## src/hdl/crse_pkg.sv

```systemverilog
// Package of shared widths, command codes and sequencer states of the Catmull-Rom evaluator.
package crse_pkg;

    // Coordinate and curve parameter formats
    localparam int CW  = 24;            // coordinate width, signed Q15.8
    localparam int TF  = 16;            // fraction bits of t
    localparam int TW  = TF + 1;        // width of t, unsigned Q1.16
    localparam int AW  = CW + 4;        // coefficient width, one extra fraction bit
    localparam int ACW = AW + 2;        // Horner accumulator width
    localparam int PW  = ACW + TW + 1;  // product width of the shared multiplier

    // Input and output payload layout
    localparam int S_TDATA_W = ((2 * CW + TW + 7) / 8) * 8;
    localparam int M_TDATA_W = ((2 * CW + 7) / 8) * 8;
    localparam int S_TUSER_W = 2;

    localparam logic [TW-1:0] T_ONE = TW'(1) << TF;

    localparam logic signed [ACW-1:0] COORD_MAX = ACW'((64'sd1 <<< (CW - 1)) - 64'sd1);
    localparam logic signed [ACW-1:0] COORD_MIN = -COORD_MAX - ACW'(1);

    // Command codes carried in tuser
    localparam logic [S_TUSER_W-1:0] CMD_CLEAR = 2'd0;
    localparam logic [S_TUSER_W-1:0] CMD_ADD   = 2'd1;
    localparam logic [S_TUSER_W-1:0] CMD_EVAL  = 2'd2;

    typedef enum logic [2:0] {
        ST_IDLE,
        ST_COEF_A,
        ST_COEF_B,
        ST_MUL,
        ST_ACC,
        ST_FIN,
        ST_OUT
    } t_state;

    typedef logic signed [CW-1:0] t_coord;
    typedef logic signed [AW-1:0] t_coef;

endpackage

```

## src/hdl/catmull_rom_segment_evaluator_core.sv

```systemverilog
// Catmull-Rom segment evaluator: point window, coefficient update and shared-multiplier Horner.
// A user of this block sends one beat per command. Clear keeps the coefficients. Add point
// moves the window in the accept cycle and then rebuilds the x and y cubic coefficients of
// the middle segment in the ST_COEF_A and ST_COEF_B states. Evaluate runs both axes through
// three Horner steps on a single 30 x 18 bit multiplier, each step being a multiply state
// and a round-and-add state, followed by a rounding and saturation state per axis and a
// state that loads the output register once it is free. The input side is ready only while
// the sequencer is idle; a finished result waits in the output register while the next
// command is accepted.
module catmull_rom_segment_evaluator_core (
    input  logic                           i_clk,
    input  logic                           i_rst_n,
    input  logic                           i_s_tvalid,
    output logic                           o_s_tready,
    // point_x [23:0], point_y [47:24], t_fraction [64:48], zero pad above
    input  logic [crse_pkg::S_TDATA_W-1:0] i_s_tdata,
    // command [1:0]
    input  logic [crse_pkg::S_TUSER_W-1:0] i_s_tuser,
    output logic                           o_m_tvalid,
    input  logic                           i_m_tready,
    // curve_x [23:0], curve_y [47:24]
    output logic [crse_pkg::M_TDATA_W-1:0] o_m_tdata
);
    import crse_pkg::*;

    t_state r_state, n_state;

    t_coord r_win_x [4];
    t_coord r_win_y [4];
    t_coef  r_coef_x [4];
    t_coef  r_coef_y [4];
    logic [2:0] r_points_held;

    logic [TW-1:0]          r_t;
    logic [1:0]             r_k;
    logic                   r_axis;
    logic signed [ACW-1:0]  r_acc;
    logic signed [PW-1:0]   r_prod;
    t_coord                 r_res_x;
    t_coord                 r_res_y;
    logic                   r_m_tvalid;
    logic [M_TDATA_W-1:0]   r_m_tdata;

    logic       s_accept;
    logic       out_free;
    t_coord     in_x, in_y;
    logic [TW-1:0] in_t;
    logic signed [PW-1:0]  prod_round;
    logic signed [ACW-1:0] acc_mul;
    t_coef                 coef_k;
    logic signed [ACW-1:0] acc_half;
    t_coord                sat_res;

    assign s_accept = i_s_tvalid && o_s_tready;
    assign out_free = !r_m_tvalid || i_m_tready;
    assign in_x = t_coord'(i_s_tdata[CW-1:0]);
    assign in_y = t_coord'(i_s_tdata[2*CW-1:CW]);
    assign in_t = i_s_tdata[2*CW+TW-1:2*CW];

    // Round the product half up to the accumulator scale and add the next coefficient
    always_comb begin
        coef_k = r_axis ? r_coef_y[r_k] : r_coef_x[r_k];
        prod_round = r_prod + PW'(1 <<< (TF - 1));
        acc_mul = signed'(prod_round[ACW+TF-1:TF]) + ACW'(coef_k);
    end

    // Drop the extra fraction bit with rounding and clamp to the coordinate range
    always_comb begin
        acc_half = (r_acc + ACW'(1)) >>> 1;
        if (acc_half > COORD_MAX) begin
            sat_res = t_coord'(COORD_MAX);
        end else if (acc_half < COORD_MIN) begin
            sat_res = t_coord'(COORD_MIN);
        end else begin
            sat_res = t_coord'(acc_half);
        end
    end

    // Next state
    always_comb begin
        n_state = r_state;
        unique case (r_state)
            ST_IDLE: begin
                if (s_accept) begin
                    if (i_s_tuser == CMD_ADD) begin
                        n_state = ST_COEF_A;
                    end else if (i_s_tuser == CMD_EVAL) begin
                        n_state = ST_MUL;
                    end
                end
            end
            ST_COEF_A: n_state = ST_COEF_B;
            ST_COEF_B: n_state = ST_IDLE;
            ST_MUL:    n_state = ST_ACC;
            ST_ACC:    n_state = (r_k == 2'd0) ? ST_FIN : ST_MUL;
            ST_FIN:    n_state = r_axis ? ST_OUT : ST_MUL;
            ST_OUT: begin
                if (out_free) begin
                    n_state = ST_IDLE;
                end
            end
            default:   n_state = ST_IDLE;
        endcase
    end

    // Port outputs
    always_comb begin
        o_s_tready = (r_state == ST_IDLE);
        o_m_tvalid = r_m_tvalid;
        o_m_tdata  = r_m_tdata;
    end

    // Sequencer and datapath registers
    always_ff @(posedge i_clk) begin
        if (!i_rst_n) begin
            r_state       <= ST_IDLE;
            r_points_held <= 3'd0;
            r_m_tvalid    <= 1'b0;
            r_axis        <= 1'b0;
            r_k           <= 2'd0;
            for (int i = 0; i < 4; i++) begin
                r_win_x[i]  <= '0;
                r_win_y[i]  <= '0;
                r_coef_x[i] <= '0;
                r_coef_y[i] <= '0;
            end
        end else begin
            r_state <= n_state;
            // Load the output register once it is free, drop the beat once taken
            if (r_state == ST_OUT && out_free) begin
                r_m_tvalid <= 1'b1;
                r_m_tdata  <= M_TDATA_W'({r_res_y, r_res_x});
            end else if (i_m_tready) begin
                r_m_tvalid <= 1'b0;
            end
            unique case (r_state)
                ST_IDLE: begin
                    if (s_accept && i_s_tuser == CMD_CLEAR) begin
                        r_points_held <= 3'd0;
                    end
                    // Slide the window, or repeat the new point into the free slots
                    if (s_accept && i_s_tuser == CMD_ADD) begin
                        if (r_points_held >= 3'd4) begin
                            for (int i = 0; i < 3; i++) begin
                                r_win_x[i] <= r_win_x[i+1];
                                r_win_y[i] <= r_win_y[i+1];
                            end
                            r_win_x[3] <= in_x;
                            r_win_y[3] <= in_y;
                        end else begin
                            for (int i = 0; i < 4; i++) begin
                                if (3'(i) >= r_points_held) begin
                                    r_win_x[i] <= in_x;
                                    r_win_y[i] <= in_y;
                                end
                            end
                            r_points_held <= r_points_held + 3'd1;
                        end
                    end
                    // Load the top coefficient and the clamped t for Horner
                    if (s_accept && i_s_tuser == CMD_EVAL) begin
                        r_t    <= (in_t > T_ONE) ? T_ONE : in_t;
                        r_acc  <= ACW'(r_coef_x[3]);
                        r_k    <= 2'd2;
                        r_axis <= 1'b0;
                    end
                end
                ST_COEF_A: begin
                    // a0 = 2*w1, a1 = near tangent, a3 = 4*(w1-w2) + near + far
                    r_coef_x[0] <= AW'(r_win_x[1]) <<< 1;
                    r_coef_y[0] <= AW'(r_win_y[1]) <<< 1;
                    r_coef_x[1] <= AW'(r_win_x[2]) - AW'(r_win_x[0]);
                    r_coef_y[1] <= AW'(r_win_y[2]) - AW'(r_win_y[0]);
                    r_coef_x[3] <= ((AW'(r_win_x[1]) - AW'(r_win_x[2])) <<< 2)
                                 + (AW'(r_win_x[2]) - AW'(r_win_x[0]))
                                 + (AW'(r_win_x[3]) - AW'(r_win_x[1]));
                    r_coef_y[3] <= ((AW'(r_win_y[1]) - AW'(r_win_y[2])) <<< 2)
                                 + (AW'(r_win_y[2]) - AW'(r_win_y[0]))
                                 + (AW'(r_win_y[3]) - AW'(r_win_y[1]));
                end
                ST_COEF_B: begin
                    // a2 = 2*w2 - a0 - a1 - a3
                    r_coef_x[2] <= (AW'(r_win_x[2]) <<< 1) - r_coef_x[0]
                                 - r_coef_x[1] - r_coef_x[3];
                    r_coef_y[2] <= (AW'(r_win_y[2]) <<< 1) - r_coef_y[0]
                                 - r_coef_y[1] - r_coef_y[3];
                end
                ST_MUL: begin
                    r_prod <= PW'(r_acc) * PW'(signed'({1'b0, r_t}));
                end
                ST_ACC: begin
                    r_acc <= acc_mul;
                    r_k   <= r_k - 2'd1;
                end
                ST_FIN: begin
                    // Hold x and restart Horner on the y coefficients
                    if (!r_axis) begin
                        r_res_x <= sat_res;
                        r_acc   <= ACW'(r_coef_y[3]);
                        r_k     <= 2'd2;
                        r_axis  <= 1'b1;
                    end else begin
                        r_res_y <= sat_res;
                    end
                end
                ST_OUT: begin
                end
                default: begin
                end
            endcase
        end
    end

    // Window fill count never passes four
    a_points_range: assert property (@(posedge i_clk) disable iff (!i_rst_n)
        r_points_held <= 3'd4)
        else $error("points held out of range");

    // Every accumulate step follows a multiply step
    a_acc_after_mul: assert property (@(posedge i_clk) disable iff (!i_rst_n)
        r_state == ST_ACC |-> $past(r_state) == ST_MUL)
        else $error("accumulate without multiply");

    // An accepted evaluate starts the multiplier on the x axis
    a_eval_start: assert property (@(posedge i_clk) disable iff (!i_rst_n)
        (s_accept && i_s_tuser == CMD_EVAL) |=> (r_state == ST_MUL && !r_axis && r_k == 2'd2))
        else $error("evaluate did not start Horner");

    // An accepted clear empties the window
    a_clear: assert property (@(posedge i_clk) disable iff (!i_rst_n)
        (s_accept && i_s_tuser == CMD_CLEAR) |=> r_points_held == 3'd0)
        else $error("clear did not empty the window");

    // The output register only loads when it is free
    a_out_load: assert property (@(posedge i_clk) disable iff (!i_rst_n)
        (r_state == ST_OUT && !out_free) |=> r_state == ST_OUT)
        else $error("result dropped while output full");

endmodule

```

## config.mk

```make
export PLATFORM = sky130hd
export DESIGN_NAME = catmull_rom_segment_evaluator_core
export DESIGN_NICKNAME = d
export VERILOG_FILES = /design/src/hdl/crse_pkg.sv /design/src/hdl/catmull_rom_segment_evaluator_core.sv
export SDC_FILE = /design/constraint.sdc
export NUM_CORES = 2
export LEC_CHECK = 0
export BUFFER_PORTS_ARGS = -buffer_cell sky130_fd_sc_hd__buf_2
export CORE_UTILIZATION = 35
export DETAILED_ROUTE_END_ITERATION = 16
export GPL_ROUTABILITY_DRIVEN = 0
export GPL_TIMING_DRIVEN = 0
export HOLD_SLACK_MARGIN = 0.1
export PLACE_DENSITY_LB_ADDON = 0.2
export SYNTH_ARGS = -nofsm -noshare
export SYNTH_HDL_FRONTEND = slang
export SYNTH_SLANG_ARGS = --single-unit
```

## constraint.sdc

```tcl
create_clock -name i_clk -period 14.45 [get_ports i_clk]
set_clock_uncertainty 0.05 [all_clocks]
set_input_delay 0.7225 -clock i_clk [delete_from_list [all_inputs] [get_ports i_clk]]
set_output_delay 0.7225 -clock i_clk [all_outputs]
set_load 0.005 [all_outputs]
```

---- Yosys cells after proc, flatten, opt, wreduce, memory -nomap -nowiden ----
Memories as Yosys holds them, arrays and structs flattened. A register that Yosys moved wholly into a read port is not among the register bits.
Index checks and enable logic that the tools add are counted.
word-level totals
  output and inout bits ................... 50
  bits in writable memories ............... 416
  word-level logic and storage cells ...... 192
  memories kept ........................... 4
  flip-flop bits (word level) ............. 199
operators by class
  mux-type cells .......................... 87
  reductions and logical operators ........ 22
  equal/unequal tests ..................... 13
  $lt $le $gt $ge ......................... 8
  bitwise operators ....................... 25
  add/subtract/negate cells ............... 21
  multiply operators ...................... 1
memories
  memory    words  bits a word  rd ports  clocked after memory_dff  write ports  RTL line                                  RTL
  r_coef_x  4      28           4         1                         4            catmull_rom_segment_evaluator_core.sv:30  t_coef r_coef_x [4];
  r_coef_y  4      28           4         1                         4            catmull_rom_segment_evaluator_core.sv:31  t_coef r_coef_y [4];
  r_win_x   4      24           4         0                         4            catmull_rom_segment_evaluator_core.sv:28  t_coord r_win_x [4];
  r_win_y   4      24           4         0                         4            catmull_rom_segment_evaluator_core.sv:29  t_coord r_win_y [4];
operator list
  kind                      count
  $mux W24                  18
  $mux W28                  9
  $sub A24 B24 Y25          6
  $sub A28 B28 Y28          4
  $pmux W30 S3              1
  $mux W30                  2
  $add A27 B25 Y28          2
  $add A28 B25 Y28          2
  $sub A25 B28 Y28          2
  $add A46 B17 Y46 const B  1
  $mul A30 B18 Y46          1
  $mux W1                   39
  $add A30 B2 Y30 const B   1
  $add A30 B28 Y30          1
  $gt A29 B24 Y1 const B    1
  $lt A29 B24 Y1 const B    1
  $mux W3                   9
  $or A1 B1 Y1              24
  $pmux W3 S6               1
  $gt A17 B17 Y1 const B    1
  $reduce_and A3 Y1         5
  $mux W2                   6
  $eq A3 B3 Y1 const B      3
  $eq A3 B2 Y1 const B      2
  other kinds (23)          35

---- Logic depth before layout (Yosys ltp) ----
  depth in word-level cells ............... 9
  depth in mapped cells ................... 27

---- Least setup slack after synthesis ----
Ideal clock, no wire load.
  path type ............................... flip-flop to flip-flop
  from .................................... register r_state[1]
  to ...................................... memory r_coef_x[0][10] (netlist name) (enable)
  clock period less this slack ............ 12.319 ns
  stages on the path, launching flop included .. 4
  setup time .............................. 0.880 ns
  buffers on the path ..................... 1
  setup slack ............................. 2.131 ns
  required time ........................... 13.520 ns
  arrival ................................. 11.389 ns
  cell sequence ........................... dfxtp_1 clkbuf_1 nand2b_1 o21ai_0
RTL lines
  what                    RTL line                                   RTL
  from (decl)             catmull_rom_segment_evaluator_core.sv:26   t_state r_state, n_state;
  from (signal assigned)  catmull_rom_segment_evaluator_core.sv:128  r_state <= n_state;
  to (decl)               catmull_rom_segment_evaluator_core.sv:30

---- Final worst setup path ----
  from .................................... register r_acc[12]
  to ...................................... register r_prod[45], data pin
on the way
  longest elaborated chain between the ends .. 1
ends and longest elaborated chain
  what                    RTL line                                   RTL
  from (decl)             catmull_rom_segment_evaluator_core.sv:37   logic signed [ACW-1:0] r_acc;
  from (signal assigned)  catmull_rom_segment_evaluator_core.sv:163  r_acc <= ACW'(r_coef_x[3]);
  from (signal assigned)  catmull_rom_segment_evaluator_core.sv:192  r_acc <= acc_mul;
  from (signal assigned)  catmull_rom_segment_evaluator_core.sv:199  r_acc <= ACW'(r_coef_y[3]);
  $mul A30 B18 Y46        catmull_rom_segment_evaluator_core.sv:189  r_prod <= PW'(r_acc) * PW'(signed'({1'b0, r_t}));
  to (signal assigned)    catmull_rom_segment_evaluator_core.sv:189
  to (decl)               catmull_rom_segment_evaluator_core.sv:38   logic signed [PW-1:0] r_prod;
No other way between the ends.
A chain may end at the register's enable or synchronous reset.

==> results.md <==
* WP data required at 14.85 ns
* Worst setup EP type: flop
* Dpl ws at 5.41 ns
* Core area at 163000 µm²
* Placed cell area at 61600 µm²
* PwrDens at 174 nW/µm²
* Maxcap violations at 0
* Largest net degree at the start of global routing at 36
* Leak at 0.0275 µW
* Clock share of power at 17.6%
* Synth Cell Area at 57800 µm²
* Hold WS at 0.305 ns
* PortBufs at 119
* Combinational share of power at 61.3%
* Status: finished, final reports clean
* Detail Route Antenna Nets at 0
* Worst-path maximum fanout at 10
* Drt pass-1 iters at 6
* Met1 usage at 29.8%
* Met3 usage at 2.79%
* Die area at 167000 µm²
* Primary FF master, synth: edfxtp_1
* Sw Pwr at 4970 µW
* Routed WL at 187000 µm
* Sw frac at 44.5%
* Worst slew pin tran at 1.28 ns
* Internal at 6180 µW
* Initial antenna violation count at 14
* Global route hottest layer: met2
* Crit Path Category: reg2reg
* Top cell type's share of synthesized area at 29.9%
* Placed instance count at 8041
* Synth area leader: edfxtp_1
* Clk_lat worst skew at 0.69 ns
* Post-route cell area at 64200 µm²
* CTS Buf Count at 73
* Cells after Synth at 5729
* Rows at 148
* Remaining global-route overflow at 0
* CTS tree: yes
* Post-DP HPWL at 153000 µm
* Root Driver: clkbuf_16
* Die Wd at 409 µm
* Remaining DRCs at 0
* Setup WS post-layout at 5.21 ns
* Reg-to-reg critical path startpoint: r_acc[12]
* Total Power at 11200 µW
* Flop pwr share at 21.2%
* Compound-gate portion of the synthesized area at 9.39%
* CTS Buffer Depth at 3
* Setup crit start kind: flop
* Min-delay worst type: in2reg
* Synth Warn # at 0
* Final Cycle Share at 64.0%
* Ports at 128
* Mux contribution to synthesized area at 2.23%
* CTS hold repair buffers at 0
* Synth Area in XOR/XNOR at 4.33%
* Final Critical Period at 9.24 ns
* Vias in the first global route at 43575
* Slew Limit Headroom at 13.3%
* Post-synthesis sequential area ratio at 30.3%
* Overall Global Routing Usage at 22.7%
* Critical Path Start: r_acc[12]
* Most frequent cells in the layout: inv_1, fa_1, nand2_1
* Syn Nets at 6852
* Vias per Instance at 5.12
* Commonest non-fill, non-tap cell in the layout: inv_1
* Mapped Avg Cell Area at 10.1 µm²
* Peak Freq at 0.108 GHz
* Largest family of logic cells by synthesized area: adder cells
* Synth Area in Adders at 31.6%
* Initial DRC count at 3130
* Top cells by area, synth: edfxtp_1, fa_1, ha_1
* Critical path arrival at 9.64 ns
* Die height at 409 µm
* Simple-Gate Fraction of Synth Area at 14.2%
* Initial Util at 35.4%
* Clock Sinks at 588
* CTS resizes at 0
* Layout area overhead at 11.0%
* Fin cells at 8185
* Post-DR wirelength/cell at 22.8 µm
* Via count at 41905
* Post-synth EDFFs at 576
* Register bit total from synthesis at 588
* H-Tree Depth at 3
* Layout Nets at 7064
* First-pass GRT wire length at 281000 µm
* Number of distinct library cells after synthesis at 84
* Count of pins over their slew limit at 0
* Final setup vio count at 0
* GR Layer Usage met2 at 37.5%
* Unrepaired setup endpoints after global routing: no
* Worst-path clk slew at 0.06 ns
* Asr flop ratio synth at 0%
* Layout cells sized above 1 at 6.35%
* Hold Startpoint: i_s_tdata[22]
* Max rail drop VDD at 0.170 mV
* Final hold viol count at 0
* Setup Fix Bufs, Post-CTS at 0
[critical path, cell delays in order, from the launching register on]
cell and delay [ns]:
edfxtp_1 0.37, clkbuf_1 0.77, clkbuf_1 0.70, nand2_1 0.18, fa_1 0.56, inv_1 0.05
fa_1 0.48, fa_1 0.62, fa_1 0.45, fa_1 0.49, inv_1 0.05, fa_1 0.47
inv_1 0.04, ha_1 0.35, nand3_1 0.12, nor2_1 0.43, nand3_1 0.14, a31oi_1 0.84
o21ai_1 0.26, a31oi_1 0.49, o31ai_1 0.23, o21ai_0 0.34, a21oi_1 0.15, xnor2_1 0.34
[power by group through the flow]
stage | clock (µW) | combinational, µW | sequential, µW
floorplan | 0 | 5040 | 2330
global placement | 0 | 6740 | 2430
detailed placement | 0 | 6730 | 2390
CTS | 2000 | 6860 | 2360
global route | 2050 | 7760 | 2370
finish | 1960 | 6830 | 2360
[stage by stage]
stage / setup TNS, ns / util, %
after floorplan: 0 / -
after global placement: -589.53 / 37.4
after detailed placement: 0 / 37.7
after CTS: 0 / 39.3
after global routing: 0 / 39.3
final: 0 / 39.3
[logic make-up after synthesis]
group / count (synthesis)
buffers and inverters: 1220
muxes: 65
DFF: 588
xor gates and xnor gates: 284
AOI/OAI and AO/OA: 839
and+or+nand+nor: 1688
adders and majority gates: 1045
[registers in the layout, indices dropped and copies added, names as in the netlist, 3 cells and up, named ones only]
signal	count
r_acc	30
r_coef_x	105
r_points_held	3
r_win_x	96
r_res_y	24
r_prod	31
r_res_x	24
o_m_tdata	48
r_win_y	96
r_t	17
r_coef_y	105
r_state	3
[layer usage]
metal,vias up,wire [µm]
met3,303,10100
met2,1208,89100
met1,21271,79600
li1,19121,-
met4,2,7970
met5,-,8
[cell usage after synthesis, types with 80 or more instances]
| library cell | instances |
|---|---|
| inv_1 | 994 |
| fa_1 | 690 |
| nand2_1 | 606 |
| edfxtp_1 | 576 |
| and2_1 | 408 |
| ha_1 | 355 |
| nor2_1 | 304 |
| a21oi_1 | 251 |
| clkbuf_1 | 197 |
| o21ai_0 | 170 |
| xnor2_1 | 164 |
| xor2_1 | 119 |
| a21o_1 | 80 |
[worst paths after layout]
kind	end	slack, ns	cells after the start
worst max-delay path	r_prod[45]	5.21	23
worst min-delay path	r_win_x[0][22]	0.30	3
worst max register to register	r_prod[45]	5.21	23
worst min register to register	o_m_tdata[37]	0.35	0
[area by class of cell]
class	instances	area (µm²)
fill	16297	99100
multi-input combinational	3921	35800
sequential	588	17500
inverter	994	3730
tap	2175	2720
clock buffer	83	1910
timing repair buffer	137	1000
buffer	226	892
clock inverter	49	591
antenna	12	30.0
(Power assumes the default switching activity.)
